<file path="src/hw/rtl/nhrgb_pkg.sv">
package nhrgb_pkg;

    // crc-16 reflected, x.25 style
    localparam logic [15:0] CRC_POLY = 16'h8408;
    localparam logic [15:0] CRC_INIT = 16'hFFFF;

    // 0.6 in unsigned 0.16, rounded
    localparam logic [15:0] GRAY_LEVEL = 16'd39322;

    // rounding: r = floor((256 * num + 1912) / 3825), same as the /979200 form;
    // the divide by 3825 is a multiply by ceil(2^40 / 3825) and a 40-bit shift,
    // exact for every dividend below 2^28
    localparam logic [28:0] RECIP_MULT = 29'd287454021;
    localparam logic [10:0] ROUND_BIAS = 11'd1912;
    localparam logic [9:0]  HUE_SPAN   = 10'd765;

    // configuration register indexes
    localparam logic CFG_COLORIZE_ENABLE = 1'b0;
    localparam logic CFG_HUE_OFFSET      = 1'b1;

    typedef enum logic [1:0] {
        CH_RED,
        CH_GREEN,
        CH_BLUE
    } chan_t;

    typedef enum logic [2:0] {
        U_IDLE,
        U_MUL,
        U_LOAD,
        U_DIV,
        U_DONE
    } unit_state_t;

    typedef enum logic [1:0] {
        ST_IDLE,
        ST_LAUNCH,
        ST_BUSY,
        ST_HOLD
    } top_state_t;

    typedef struct packed {
        logic  start;
        chan_t chan;
    } unit_ctl_t;

    typedef struct packed {
        logic        done;
        logic [15:0] level;
    } unit_sts_t;

endpackage

</file>
<file path="src/hw/rtl/name_hash_to_rgb_color.sv">
// Name-to-color block: name bytes stream in one per transaction on the s_ side
// (byte in s_tdata, s_tuser set when the byte is real, s_tlast on the final one)
// and a reflected crc-16 (poly 0x8408, start 0xffff) runs over them. The final
// transaction inverts and byte-swaps the crc; its high byte plus hue_offset is the
// hue, its low byte sets saturation 0.5 + s/512, lightness is fixed at 0.6, and one
// result carrying red, green, blue (unsigned 0.16, rounded) and the crc leaves on
// the m_ side. A final transaction with s_tuser low ends an empty name (crc 0).
// With colorize_enable low the color is a gray of 0.6. A non-final byte is taken
// without leaving idle. With colorizing on, a final byte is worked on by the
// single shared channel unit: after the accept, per channel a launch step, a
// multiply step, a load step, a reciprocal-multiply step and a done step, for
// three channels, then a move into the output register once it is free; with
// colorizing off the accept goes straight to that move. s_tready is low while a final byte is
// being worked on and while a finished result waits for the output register.
// The output register lets the next name stream in while a result is still
// waiting on m_tready. Configuration is written through cfg_we/cfg_addr/cfg_wdata
// by the user only while the block is idle; the block does not enforce this.
module name_hash_to_rgb_color (
    input  logic        clk,
    input  logic        rst_n,

    // input stream
    input  logic        s_tvalid,
    output logic        s_tready,
    input  logic [7:0]  s_tdata,    // name_byte
    input  logic        s_tuser,    // byte_present
    input  logic        s_tlast,    // last_byte

    // result stream
    output logic        m_tvalid,
    input  logic        m_tready,
    output logic [63:0] m_tdata,    // red, green, blue, final_crc (lowest first)

    // configuration writes
    input  logic        cfg_we,
    input  logic        cfg_addr,
    input  logic [7:0]  cfg_wdata
);

    nhrgb_pkg::top_state_t state_reg, state_next;
    nhrgb_pkg::chan_t      chan_reg, chan_next;

    logic        colorize_reg;
    logic [7:0]  hue_off_reg;

    logic [15:0] crc_out_reg, crc_out_next;
    logic [7:0]  hue_reg, hue_next;
    logic [7:0]  sat_reg, sat_next;
    logic [15:0] red_reg, red_next;
    logic [15:0] green_reg, green_next;
    logic [15:0] blue_reg, blue_next;

    logic        out_valid_reg, out_valid_next;
    logic [63:0] out_data_reg, out_data_next;

    logic        in_accept;
    logic [15:0] fin;

    nhrgb_pkg::unit_ctl_t unit_ctl;
    nhrgb_pkg::unit_sts_t unit_sts;

    assign s_tready  = (state_reg == nhrgb_pkg::ST_IDLE);
    assign in_accept = s_tvalid && s_tready;
    assign m_tvalid  = out_valid_reg;
    assign m_tdata   = out_data_reg;

    // running crc; fin already includes the byte of this transaction
    nhrgb_crc u_crc (
        .clk     (clk),
        .rst_n   (rst_n),
        .accept  (in_accept),
        .present (s_tuser),
        .last    (s_tlast),
        .data    (s_tdata),
        .fin     (fin)
    );

    // shared channel unit: ramp multiply then divide-and-round
    nhrgb_unit u_unit (
        .clk      (clk),
        .rst_n    (rst_n),
        .ctl      (unit_ctl),
        .hue_byte (hue_reg),
        .sat_byte (sat_reg),
        .sts      (unit_sts)
    );

    // configuration registers
    always_ff @(posedge clk or negedge rst_n)
    begin
        if (!rst_n)
        begin
            colorize_reg <= 1'b1;
            hue_off_reg  <= 8'd0;
        end
        else if (cfg_we)
        begin
            unique case (cfg_addr)
                nhrgb_pkg::CFG_COLORIZE_ENABLE: colorize_reg <= cfg_wdata[0];
                nhrgb_pkg::CFG_HUE_OFFSET:      hue_off_reg  <= cfg_wdata;
                default:                        hue_off_reg  <= hue_off_reg;
            endcase
        end
    end

    // sequencer
    always_comb
    begin
        state_next     = state_reg;
        chan_next      = chan_reg;
        crc_out_next   = crc_out_reg;
        hue_next       = hue_reg;
        sat_next       = sat_reg;
        red_next       = red_reg;
        green_next     = green_reg;
        blue_next      = blue_reg;
        out_valid_next = out_valid_reg && !m_tready;
        out_data_next  = out_data_reg;
        unit_ctl.start = 1'b0;
        unit_ctl.chan  = chan_reg;

        unique case (state_reg)
            nhrgb_pkg::ST_IDLE:
            begin
                if (in_accept && s_tlast)
                begin
                    crc_out_next = fin;
                    hue_next     = 8'(fin[15:8] + hue_off_reg);
                    sat_next     = fin[7:0];
                    chan_next    = nhrgb_pkg::CH_RED;
                    if (colorize_reg)
                        state_next = nhrgb_pkg::ST_LAUNCH;
                    else
                    begin
                        red_next   = nhrgb_pkg::GRAY_LEVEL;
                        green_next = nhrgb_pkg::GRAY_LEVEL;
                        blue_next  = nhrgb_pkg::GRAY_LEVEL;
                        state_next = nhrgb_pkg::ST_HOLD;
                    end
                end
            end
            nhrgb_pkg::ST_LAUNCH:
            begin
                unit_ctl.start = 1'b1;
                state_next     = nhrgb_pkg::ST_BUSY;
            end
            nhrgb_pkg::ST_BUSY:
            begin
                if (unit_sts.done)
                begin
                    unique case (chan_reg)
                        nhrgb_pkg::CH_RED:
                        begin
                            red_next   = unit_sts.level;
                            chan_next  = nhrgb_pkg::CH_GREEN;
                            state_next = nhrgb_pkg::ST_LAUNCH;
                        end
                        nhrgb_pkg::CH_GREEN:
                        begin
                            green_next = unit_sts.level;
                            chan_next  = nhrgb_pkg::CH_BLUE;
                            state_next = nhrgb_pkg::ST_LAUNCH;
                        end
                        nhrgb_pkg::CH_BLUE:
                        begin
                            blue_next  = unit_sts.level;
                            state_next = nhrgb_pkg::ST_HOLD;
                        end
                        default:
                            state_next = nhrgb_pkg::ST_IDLE;
                    endcase
                end
            end
            nhrgb_pkg::ST_HOLD:
            begin
                // move into the output register once it is free
                if (!out_valid_reg || m_tready)
                begin
                    out_valid_next = 1'b1;
                    out_data_next  = {crc_out_reg, blue_reg, green_reg, red_reg};
                    state_next     = nhrgb_pkg::ST_IDLE;
                end
            end
            default:
                state_next = nhrgb_pkg::ST_IDLE;
        endcase
    end

    always_ff @(posedge clk or negedge rst_n)
    begin
        if (!rst_n)
        begin
            state_reg     <= nhrgb_pkg::ST_IDLE;
            chan_reg      <= nhrgb_pkg::CH_RED;
            out_valid_reg <= 1'b0;
        end
        else
        begin
            state_reg     <= state_next;
            chan_reg      <= chan_next;
            out_valid_reg <= out_valid_next;
        end
    end

    always_ff @(posedge clk)
    begin
        crc_out_reg  <= crc_out_next;
        hue_reg      <= hue_next;
        sat_reg      <= sat_next;
        red_reg      <= red_next;
        green_reg    <= green_next;
        blue_reg     <= blue_next;
        out_data_reg <= out_data_next;
    end

endmodule

</file>
<file path="src/hw/rtl/nhrgb_crc.sv">
module nhrgb_crc (
    input  logic        clk,
    input  logic        rst_n,
    input  logic        accept,
    input  logic        present,
    input  logic        last,
    input  logic [7:0]  data,
    output logic [15:0] fin
);

    logic [15:0] crc_reg;
    logic [15:0] crc_next;
    logic [15:0] upd;
    logic [15:0] inv;

    // one byte, lsb first, eight narrow shift/xor steps
    function automatic logic [15:0] crc_byte(input logic [15:0] c_in, input logic [7:0] d_in);
        logic [15:0] c;
        logic [7:0]  d;
        c = c_in;
        d = d_in;
        for (int i = 0; i < 8; i++)
        begin
            if (c[0] ^ d[0])
                c = (c >> 1) ^ nhrgb_pkg::CRC_POLY;
            else
                c = c >> 1;
            d = d >> 1;
        end
        return c;
    endfunction

    assign upd = present ? crc_byte(crc_reg, data) : crc_reg;
    assign inv = ~upd;
    assign fin = {inv[7:0], inv[15:8]};

    always_comb
    begin
        crc_next = crc_reg;
        if (accept)
            crc_next = last ? nhrgb_pkg::CRC_INIT : upd;
    end

    always_ff @(posedge clk or negedge rst_n)
    begin
        if (!rst_n)
            crc_reg <= nhrgb_pkg::CRC_INIT;
        else
            crc_reg <= crc_next;
    end

endmodule

</file>
<file path="src/hw/rtl/nhrgb_unit.sv">
module nhrgb_unit (
    input  logic                 clk,
    input  logic                 rst_n,
    input  nhrgb_pkg::unit_ctl_t ctl,
    input  logic [7:0]           hue_byte,
    input  logic [7:0]           sat_byte,
    output nhrgb_pkg::unit_sts_t sts
);

    nhrgb_pkg::unit_state_t state_reg, state_next;

    logic [19:0] prod_reg, prod_next;
    logic [19:0] base_reg, base_next;
    logic [27:0] rem_reg, rem_next;
    logic [15:0] quo_reg, quo_next;

    logic [9:0]  h3;
    logic [10:0] t_wide;
    logic [9:0]  t;
    logic [9:0]  pv;
    logic [10:0] qv;
    logic [9:0]  diff;
    logic [6:0]  m;
    logic [9:0]  m6;
    logic [10:0] sel;
    logic [19:0] num;
    logic [20:0] sum_wide;
    logic [55:0] recip_prod;

    // position within the hue circle, in units of 1/765
    always_comb
    begin
        h3 = 10'({2'b00, hue_byte} + {1'b0, hue_byte, 1'b0});
        t_wide = {1'b0, h3};
        unique case (ctl.chan)
            nhrgb_pkg::CH_RED:
            begin
                t_wide = 11'({1'b0, h3} + 11'd255);
                if (t_wide > {1'b0, nhrgb_pkg::HUE_SPAN})
                    t_wide = t_wide - {1'b0, nhrgb_pkg::HUE_SPAN};
            end
            nhrgb_pkg::CH_GREEN:
                t_wide = {1'b0, h3};
            nhrgb_pkg::CH_BLUE:
            begin
                if (h3 < 10'd255)
                    t_wide = 11'({1'b0, h3} + 11'd510);
                else
                    t_wide = 11'({1'b0, h3} - 11'd255);
            end
            default:
                t_wide = {1'b0, h3};
        endcase
        t = t_wide[9:0];
    end

    assign pv   = 10'(10'd512 - {2'b00, sat_byte});
    assign qv   = 11'(11'd1024 + {3'b000, sat_byte});
    assign diff = 10'(10'd512 + {1'b0, sat_byte, 1'b0});

    // rising ramp, plateau at q, falling ramp, floor at p
    always_comb
    begin
        m   = 7'd0;
        sel = {1'b0, pv};
        if (t < 10'd128)
            m = t[6:0];
        else if (t < 10'd383)
            sel = qv;
        else if (t < 10'd510)
            m = 7'(10'd510 - t);
        // 6 * m as 4 * m + 2 * m
        m6 = 10'({3'b000, m, 2'b00} + {4'b0000, m, 1'b0});
    end

    assign sum_wide   = {1'b0, base_reg} + {1'b0, prod_reg};
    assign num        = sum_wide[19:0];
    assign recip_prod = {28'b0, rem_reg} * {27'b0, nhrgb_pkg::RECIP_MULT};

    always_comb
    begin
        state_next = state_reg;
        prod_next  = prod_reg;
        base_next  = base_reg;
        rem_next   = rem_reg;
        quo_next   = quo_reg;
        sts.done   = 1'b0;
        sts.level  = quo_reg;
        unique case (state_reg)
            nhrgb_pkg::U_IDLE:
            begin
                if (ctl.start)
                    state_next = nhrgb_pkg::U_MUL;
            end
            nhrgb_pkg::U_MUL:
            begin
                prod_next  = {10'b0, diff} * {10'b0, m6};
                // times 765 = 1024 - 256 - 2 - 1
                base_next  = 20'({sel, 10'b0} - {2'b00, sel, 8'b0} - {9'b0, sel, 1'b0}
                                 - {10'b0, sel});
                state_next = nhrgb_pkg::U_LOAD;
            end
            nhrgb_pkg::U_LOAD:
            begin
                rem_next   = {num, 8'b0} + {17'b0, nhrgb_pkg::ROUND_BIAS};
                state_next = nhrgb_pkg::U_DIV;
            end
            nhrgb_pkg::U_DIV:
            begin
                // divide by 3825 through the reciprocal, quotient fits 16 bits
                quo_next   = recip_prod[55:40];
                state_next = nhrgb_pkg::U_DONE;
            end
            nhrgb_pkg::U_DONE:
            begin
                sts.done   = 1'b1;
                state_next = nhrgb_pkg::U_IDLE;
            end
            default:
                state_next = nhrgb_pkg::U_IDLE;
        endcase
    end

    always_ff @(posedge clk or negedge rst_n)
    begin
        if (!rst_n)
            state_reg <= nhrgb_pkg::U_IDLE;
        else
            state_reg <= state_next;
    end

    always_ff @(posedge clk)
    begin
        prod_reg <= prod_next;
        base_reg <= base_next;
        rem_reg  <= rem_next;
        quo_reg  <= quo_next;
    end

endmodule

</file>
<file path="config.mk">
export PLATFORM = sky130hd
export DESIGN_NAME = name_hash_to_rgb_color
export DESIGN_NICKNAME = d
export VERILOG_FILES = /design/src/hw/rtl/nhrgb_pkg.sv /design/src/hw/rtl/name_hash_to_rgb_color.sv /design/src/hw/rtl/nhrgb_crc.sv /design/src/hw/rtl/nhrgb_unit.sv
export SDC_FILE = /design/constraint.sdc
export NUM_CORES = 1
export LEC_CHECK = 0
export BUFFER_PORTS_ARGS = -buffer_cell sky130_fd_sc_hd__buf_2
export CORE_MARGIN = 3
export CORE_UTILIZATION = 69
export CTS_BUF_LIST = sky130_fd_sc_hd__clkbuf_16
export CTS_CLUSTER_DIAMETER = 40
export CTS_CLUSTER_SIZE = 30
export DETAILED_ROUTE_END_ITERATION = 6
export GPL_TIMING_DRIVEN = 0
export MAX_ROUTING_LAYER = met4
export PLACE_DENSITY = 0.95
export SYNTH_ARGS = -nofsm -noshare
export SYNTH_HDL_FRONTEND = slang
export SYNTH_SLANG_ARGS = --single-unit
</file>
<file path="constraint.sdc">
create_clock -name clk -period 24 [get_ports clk]
set_clock_uncertainty 0.2 [all_clocks]
set_input_delay 4.8 -clock clk [delete_from_list [all_inputs] [get_ports clk]]
set_output_delay 4.8 -clock clk [all_outputs]
set_load 0.02 [all_outputs]
</file>
Yosys cells after proc, flatten, opt, wreduce, memory -nomap -nowiden
Index checks and enable logic that the tools add are counted.
{"block": "classes", "addsub": 16, "mul": 2, "div": 0, "magnitude_cmp": 5, "eq_ne": 18, "shifts": 0, "muxes": 45, "bitwise_logic": 18, "n_reduce_logical": 20}
{"operator": "two-way mux 16 bit", "count": 18}
{"operator": "case mux 16 bit (2 select lines)", "count": 3}
{"operator": "multiplier 28 x 29 -> 56 bit, second input constant", "count": 1}
{"operator": "adder 28 x 11 -> 28 bit, second input constant", "count": 1}
{"operator": "inverter 2 -> 3 bit", "count": 8}
{"operator": "two-way mux 11 bit", "count": 2}
{"operator": "two-way mux 7 bit", "count": 3}
{"operator": "adder 20 bit", "count": 1}
{"operator": "< comparator 10 x 8 -> 1 bit, second input constant", "count": 2}
{"operator": "< comparator 10 x 9 -> 1 bit, second input constant", "count": 2}
{"operator": "multiplier 10 x 10 -> 20 bit", "count": 1}
{"operator": "two-way mux 10 bit", "count": 2}
{"operator": "case mux 10 bit (2 select lines)", "count": 1}
{"operator": "subtractor 20 x 11 -> 20 bit", "count": 1}
{"operator": "subtractor 20 x 12 -> 20 bit", "count": 1}
{"operator": "subtractor 20 x 19 -> 20 bit", "count": 1}
{"operator": "inverter 16 bit", "count": 1}
{"operator": "AND reduction 5 bit", "count": 3}
{"operator": "two-way mux 2 bit", "count": 6}
{"operator": "case mux 2 bit (2 select lines)", "count": 3}
{"operator": "case mux 3 bit (4 select lines)", "count": 1}
{"operator": "adder 10 x 8 -> 11 bit, second input constant", "count": 1}
{"operator": "adder 11 x 8 -> 11 bit, first input constant", "count": 1}
{"operator": "greater-than comparator 11 x 10 -> 1 bit, second input constant", "count": 1}
{"operator": "32 further kinds", "count": 59}
{"block": "totals", "ff_bits": 261, "latchBits": 0, "mem_bits_rw": 0, "mem_bits_ro": 0, "in_bits": 24, "out_inout_bits": 66, "elab_cells": 142, "mem_count": 0}

Logic depth before layout (Yosys ltp)
{"block": "logic_depth", "ltp_word": 19, "mapped_depth": 51, "depth_no_buf": 49}

Hierarchy
A second synthesis with hierarchy kept.
{"block": "unflattened", "cells_unflattened": 2134, "area_unflattened_um2": 23628.9}
{"module": "nhrgb_unit", "instances": 1, "cells_each": 1784, "area_per_inst_um2": 17410.4, "seq_area_each_um2": 2297.2}
{"module": "name_hash_to_rgb_color", "instances": 1, "cells_each": 261, "area_per_inst_um2": 5172.5, "seq_area_each_um2": 4435.5}
{"module": "nhrgb_crc", "instances": 1, "cells_each": 89, "area_per_inst_um2": 1046.0, "seq_area_each_um2": 420.4}

Worst setup path after synthesis
Ideal clock, no wire load.
{"block": "synth_timing", "kind": "flip-flop to flip-flop", "startpoint": "reg hue_reg[0]", "endpoint": "reg u_unit.prod_reg[19], data pin", "setup_time_ns": 0.259, "arrival_ns": 10.977, "required_time_ns": 23.541, "setup_slack_ns": 12.563, "stages_incl_launch_ff": 49, "n_path_buf": 3, "synth_period_minus_slack_ns": 11.437, "cell_sequence": "edfxtp_1 -> ha_1 -> fa_1 -> clkbuf_1 -> inv_1 -> ha_1 -> a21boi_0 -> and2_1 -> o21ai_0 -> mux2i_1 -> o32a_1 -> o211ai_1 -> nand3_1 -> nand3_1 -> or4b_1 -> buf_2 -> nor2_1 -> a21oi_1 -> (+13 left out) -> fa_1 -> inv_1 -> fa_1 -> fa_1 -> ha_1 -> ha_1 -> inv_1 -> nor2_1 -> nor2_1 -> o21bai_1 -> a21oi_1 -> o21bai_1 -> a21oi_1 -> o21bai_1 -> a21oi_1 -> o21bai_1 -> a21oi_1 -> xnor2_1"}
{"block": "synth_via", "elab_chain_len": 11, "elab_cells_between_ends": 19, "cone_classes": "add/sub (7); mul (1); order compare (5); mux (6)"}
{"element": "start: declaration", "line": "name_hash_to_rgb_color.sv:47", "source": "logic [7:0] hue_reg, hue_next;"}
{"element": "start signal: assignment", "line": "name_hash_to_rgb_color.sv:208", "source": "hue_reg <= hue_next;"}
{"element": "adder 8 x 9 -> 10 bit *", "line": "nhrgb_unit.sv:33", "source": "h3 = 10'({2'b00, hue_byte} + {1'b0, hue_byte, 1'b0});"}
{"element": "adder 10 x 8 -> 11 bit", "line": "nhrgb_unit.sv:38", "source": "t_wide = 11'({1'b0, h3} + 11'd255);"}
{"element": "subtractor 10 bit or greater-than comparator 11 x 10 -> 1 bit (tied branches)", "line": "nhrgb_unit.sv:40, nhrgb_unit.sv:39"}
{"element": "two-way mux 10 bit", "line": "nhrgb_unit.sv:39", "source": "if (t_wide > {1'b0, nhrgb_pkg::HUE_SPAN})"}
{"element": "case mux 10 bit (2 select lines) *", "line": "nhrgb_unit.sv:35", "source": "unique case (ctl.chan)"}
{"element": "< comparator 10 x 9 -> 1 bit or subtractor 7 bit (tied branches)", "line": "nhrgb_unit.sv:70, nhrgb_unit.sv:71"}
{"element": "two-way mux 7 bit", "line": "nhrgb_unit.sv:70", "source": "else if (t < 10'd510)"}
{"element": "two-way mux 7 bit", "line": "nhrgb_unit.sv:68", "source": "else if (t < 10'd383)"}
{"element": "two-way mux 7 bit *", "line": "nhrgb_unit.sv:66", "source": "if (t < 10'd128)"}
{"element": "adder 9 x 8 -> 10 bit *", "line": "nhrgb_unit.sv:73", "source": "m6 = 10'({3'b000, m, 2'b00} + {4'b0000, m, 1'b0});"}
{"element": "multiplier 10 x 10 -> 20 bit *", "line": "nhrgb_unit.sv:97", "source": "prod_next = {10'b0, diff} * {10'b0, m6};"}
{"element": "end signal: assignment", "line": "nhrgb_unit.sv:134", "source": "prod_reg <= prod_next;"}
{"element": "end: declaration", "line": "nhrgb_unit.sv:12", "source": "logic [19:0] prod_reg, prod_next;"}
Every way passes the cells marked *; elsewhere a longest branch is shown, timed or not.
A chain may end at the register's enable or synchronous reset.

Final worst setup path
Same ends and word-level chain as after synthesis.

==> qor.yml <==
outcome: "finished, final reports clean"
hold_start: "crc_out_reg[14]$_DFFE_PP_"
cts-root-buf: "clkbuf_16"
holdPathEnd: "m_tdata[62]$_DFFE_PP_"
gr-usage-met1_pct: 38.9
hold_class: "reg -> reg"
tightest_slew_ps: 1100
drive_gt1_share_pct: 9.90
grt_pass1_vias: 17800
post_cts_buffers: 0
die_h_um: 190
core_area_um2: 32900
p_sw_mw: 0.225
p_total_mw: 0.922
top_usage_layer: "met2"
setup_ws_ps: 10190
drv_slew: 0
vias: 16700
boundaryPins: 90
overflow: 0
pwr-share-comb_pct: 3.3
drt_iter0_drc: 1381
finalSetupTns_ps: 0
use_met2_pct: 58.3
met3_usage_pct: 3.83
async_flop_share_pct: 13.6
avgRoutedWirePerCell_um: 21.0
layout.nets: 2833
crit_fanout: 10
drc: 0
row_count: 66
swShare_pct: 24.4
reg2regPathDepth: 47
timing.rr.end: "u_unit.prod_reg[19]$_DFFE_PN_"
largest_reg_flops: 64
die_w_um: 190
drt-total-wl_um: 56400
post-place-ws_ps: 10580
clk_latency_ps: 570
r2r_setup_slack_ps: 10190
synth.area.top_cells: "edfxtp_1, ha_1, fa_1"
reg2reg_from: "hue_reg[0]$_DFFE_PP_"
power.clock.fraction_pct: 46.9
power_density_nw_per_um2: 36.4
synth_area_per_cell_um2: 11.1
cts_resized: 0
first_pass_iters: 7
syn_inst: 2099
synth.distinct_cells: 93
clk_pin_slew_ps: 70
maxCapViolCount: 0
hold_buffers: 0
cts_buffers: 27
max_stage_delay_ps: 920
cts_sinks: 243
syn_nets: 2710
crit_type: "reg -> reg"
viasPerCell: 6.20
initial_core_util_pct: 70.8
worst_ir_drop_vdd_mv: 0.0850
cp_top_family: "adder cells"
arrival_ps: 13910
yosys.area.top_type: "edfxtp_1"
holdPathStages: 0
p_seq_share_pct: 49.8
grt_usage_pct: 32.9
post-route-period-util_pct: 57.6
crit_slowest_cell: "a21oi_1"
grt_max_degree: 43
die_area_um2: 35900
period_needed_ps: 13810
ys_seq_area_share_pct: 30.8
grt_setup_unrepaired: "false"
synth_edf_count: 210
grt_pass1_wl_um: 91800
cpMostUsedCell: "a21oi_1"
yosys.area.top_type_share_pct: 27.1
gp_congestion: 0.972
fmax_mhz: 72.4
ys_seq_elements: 243
critPathBufInv: 6
p_leak_nw: 11.9
cp-end-kind: "flop"
h-tree-depth: 1
p_int_mw: 0.697
hold_viol_final: 0
port_buffers: 88
dpl.hpwl_um: 42000
ant_nets: 0
cts_tree: "built"
critPathLaunchType: "flop"
antenna_found_initial: 0
clk_path_buf_depth: 3
required_ps: 24100
netlist_area_um2: 23300
num_antenna_cells: 0
finalSetupViolCount: 0
synth_flop_cell: "edfxtp_1"
slew_headroom_pct: 26.6
area_growth_pct: 8.92
yosys_warnings: 0
[metrics by stage]
stage / area (um^2) / util, % / hold slack [ps] / cells
after CTS: 25300 / 77.1 / 215 / 2685
after floorplan: 23300 / - / 200 / 2099
after global placement: 24300 / 73.8 / 203 / 2629
after detailed placement: 24400 / 74.1 / 205 / 2635
after global routing: 25300 / 77.1 / 219 / 2685
final: 25300 / 77.1 / 212 / 2685
[cells by family (layout without fill, tap and decap cells)]
kind of cell | after synthesis | count (layout) | share of synthesized area (%)
xor gates and xnor gates | 125 | 125 | 4.83
and+or+nand+nor | 402 | 402 | 8.95
adders and majority gates | 587 | 587 | 38.3
AOI/OAI and AO/OA | 314 | 314 | 9.34
buffers and inverters | 401 | 545 | 6.58
muxes | 27 | 27 | 1.22
DFF | 243 | 243 | 30.8
[final cells by class]
cell class              instances  area (um^2)
flip-flops and latches        243         7150
well taps                     442          553
plain buffers                  37          165
multi-input cells            1455        14600
repair buffers                 94          524
clock buffers                  27          676
clock inverters                23          292
fillers                      1931         7530
inverters                     364         1370
[layout by cell type (no fill, tap or decap), drive strengths merged, types with 56 or more instances in the layout]
cell type | Yosys | final
ha | 378 | 378
inv | 364 | 377
edfxtp | 210 | 210
fa | 209 | 209
nor2 | 102 | 102
buf | 8 | 102
a21oi | 96 | 96
xnor2 | 87 | 87
nand2 | 82 | 82
clkbuf | 29 | 56
[metal layers]
| layer | share of wire (%) | vias to the layer above |
|---|---|---|
| met5 | 0 | - |
| met4 | 4.6 | 0 |
| met3 | 6.8 | 224 |
| met2 | 51 | 817 |
| met1 | 37 | 8179 |
| li1 | - | 7435 |
[worst max path at each step]
| stage | endpoint | startpoint | slack [ps] | depth (start not counted) |
|---|---|---|---|---|
| 2_1_floorplan | u_unit.prod_reg[19]$_DFFE_PN_ | hue_reg[0]$_DFFE_PP_ | 12560 | 48 |
| 3_3_place_gp | u_unit.prod_reg[19]$_DFFE_PN_ | hue_reg[0]$_DFFE_PP_ | 10970 | 47 |
| 3_5_place_dp | u_unit.prod_reg[19]$_DFFE_PN_ | hue_reg[0]$_DFFE_PP_ | 10580 | 47 |
| 4_1_cts | u_unit.prod_reg[19]$_DFFE_PN_ | hue_reg[0]$_DFFE_PP_ | 10420 | 47 |
| 5_1_grt | u_unit.prod_reg[19]$_DFFE_PN_ | hue_reg[0]$_DFFE_PP_ | 9360 | 47 |
| 6_report | u_unit.prod_reg[19]$_DFFE_PN_ | hue_reg[0]$_DFFE_PP_ | 10190 | 47 |
[power by group through the flow]
| stage | logic [mW] | registers [mW] | clock network, mW |
|---|---|---|---|
| global route | 0.0332 | 0.459 | 0.455 |
| finish | 0.0307 | 0.459 | 0.432 |
| detailed placement | 0.0291 | 0.468 | 0 |
| CTS | 0.0304 | 0.459 | 0.437 |
| global placement | 0.0270 | 0.468 | 0 |
| floorplan | 0.0205 | 0.468 | 0 |
[Yosys cell counts, types with 30 or more instances]
cell	n
and2_1	48
edfxtp_1	210
xnor2_1	86
inv_1	364
xor2_1	36
a21oi_1	96
o21ai_0	46
nand2_1	80
fa_1	209
o21bai_1	33
nor3_1	30
nor2_1	101
ha_1	378
Power figures use the tool's default switching activity.
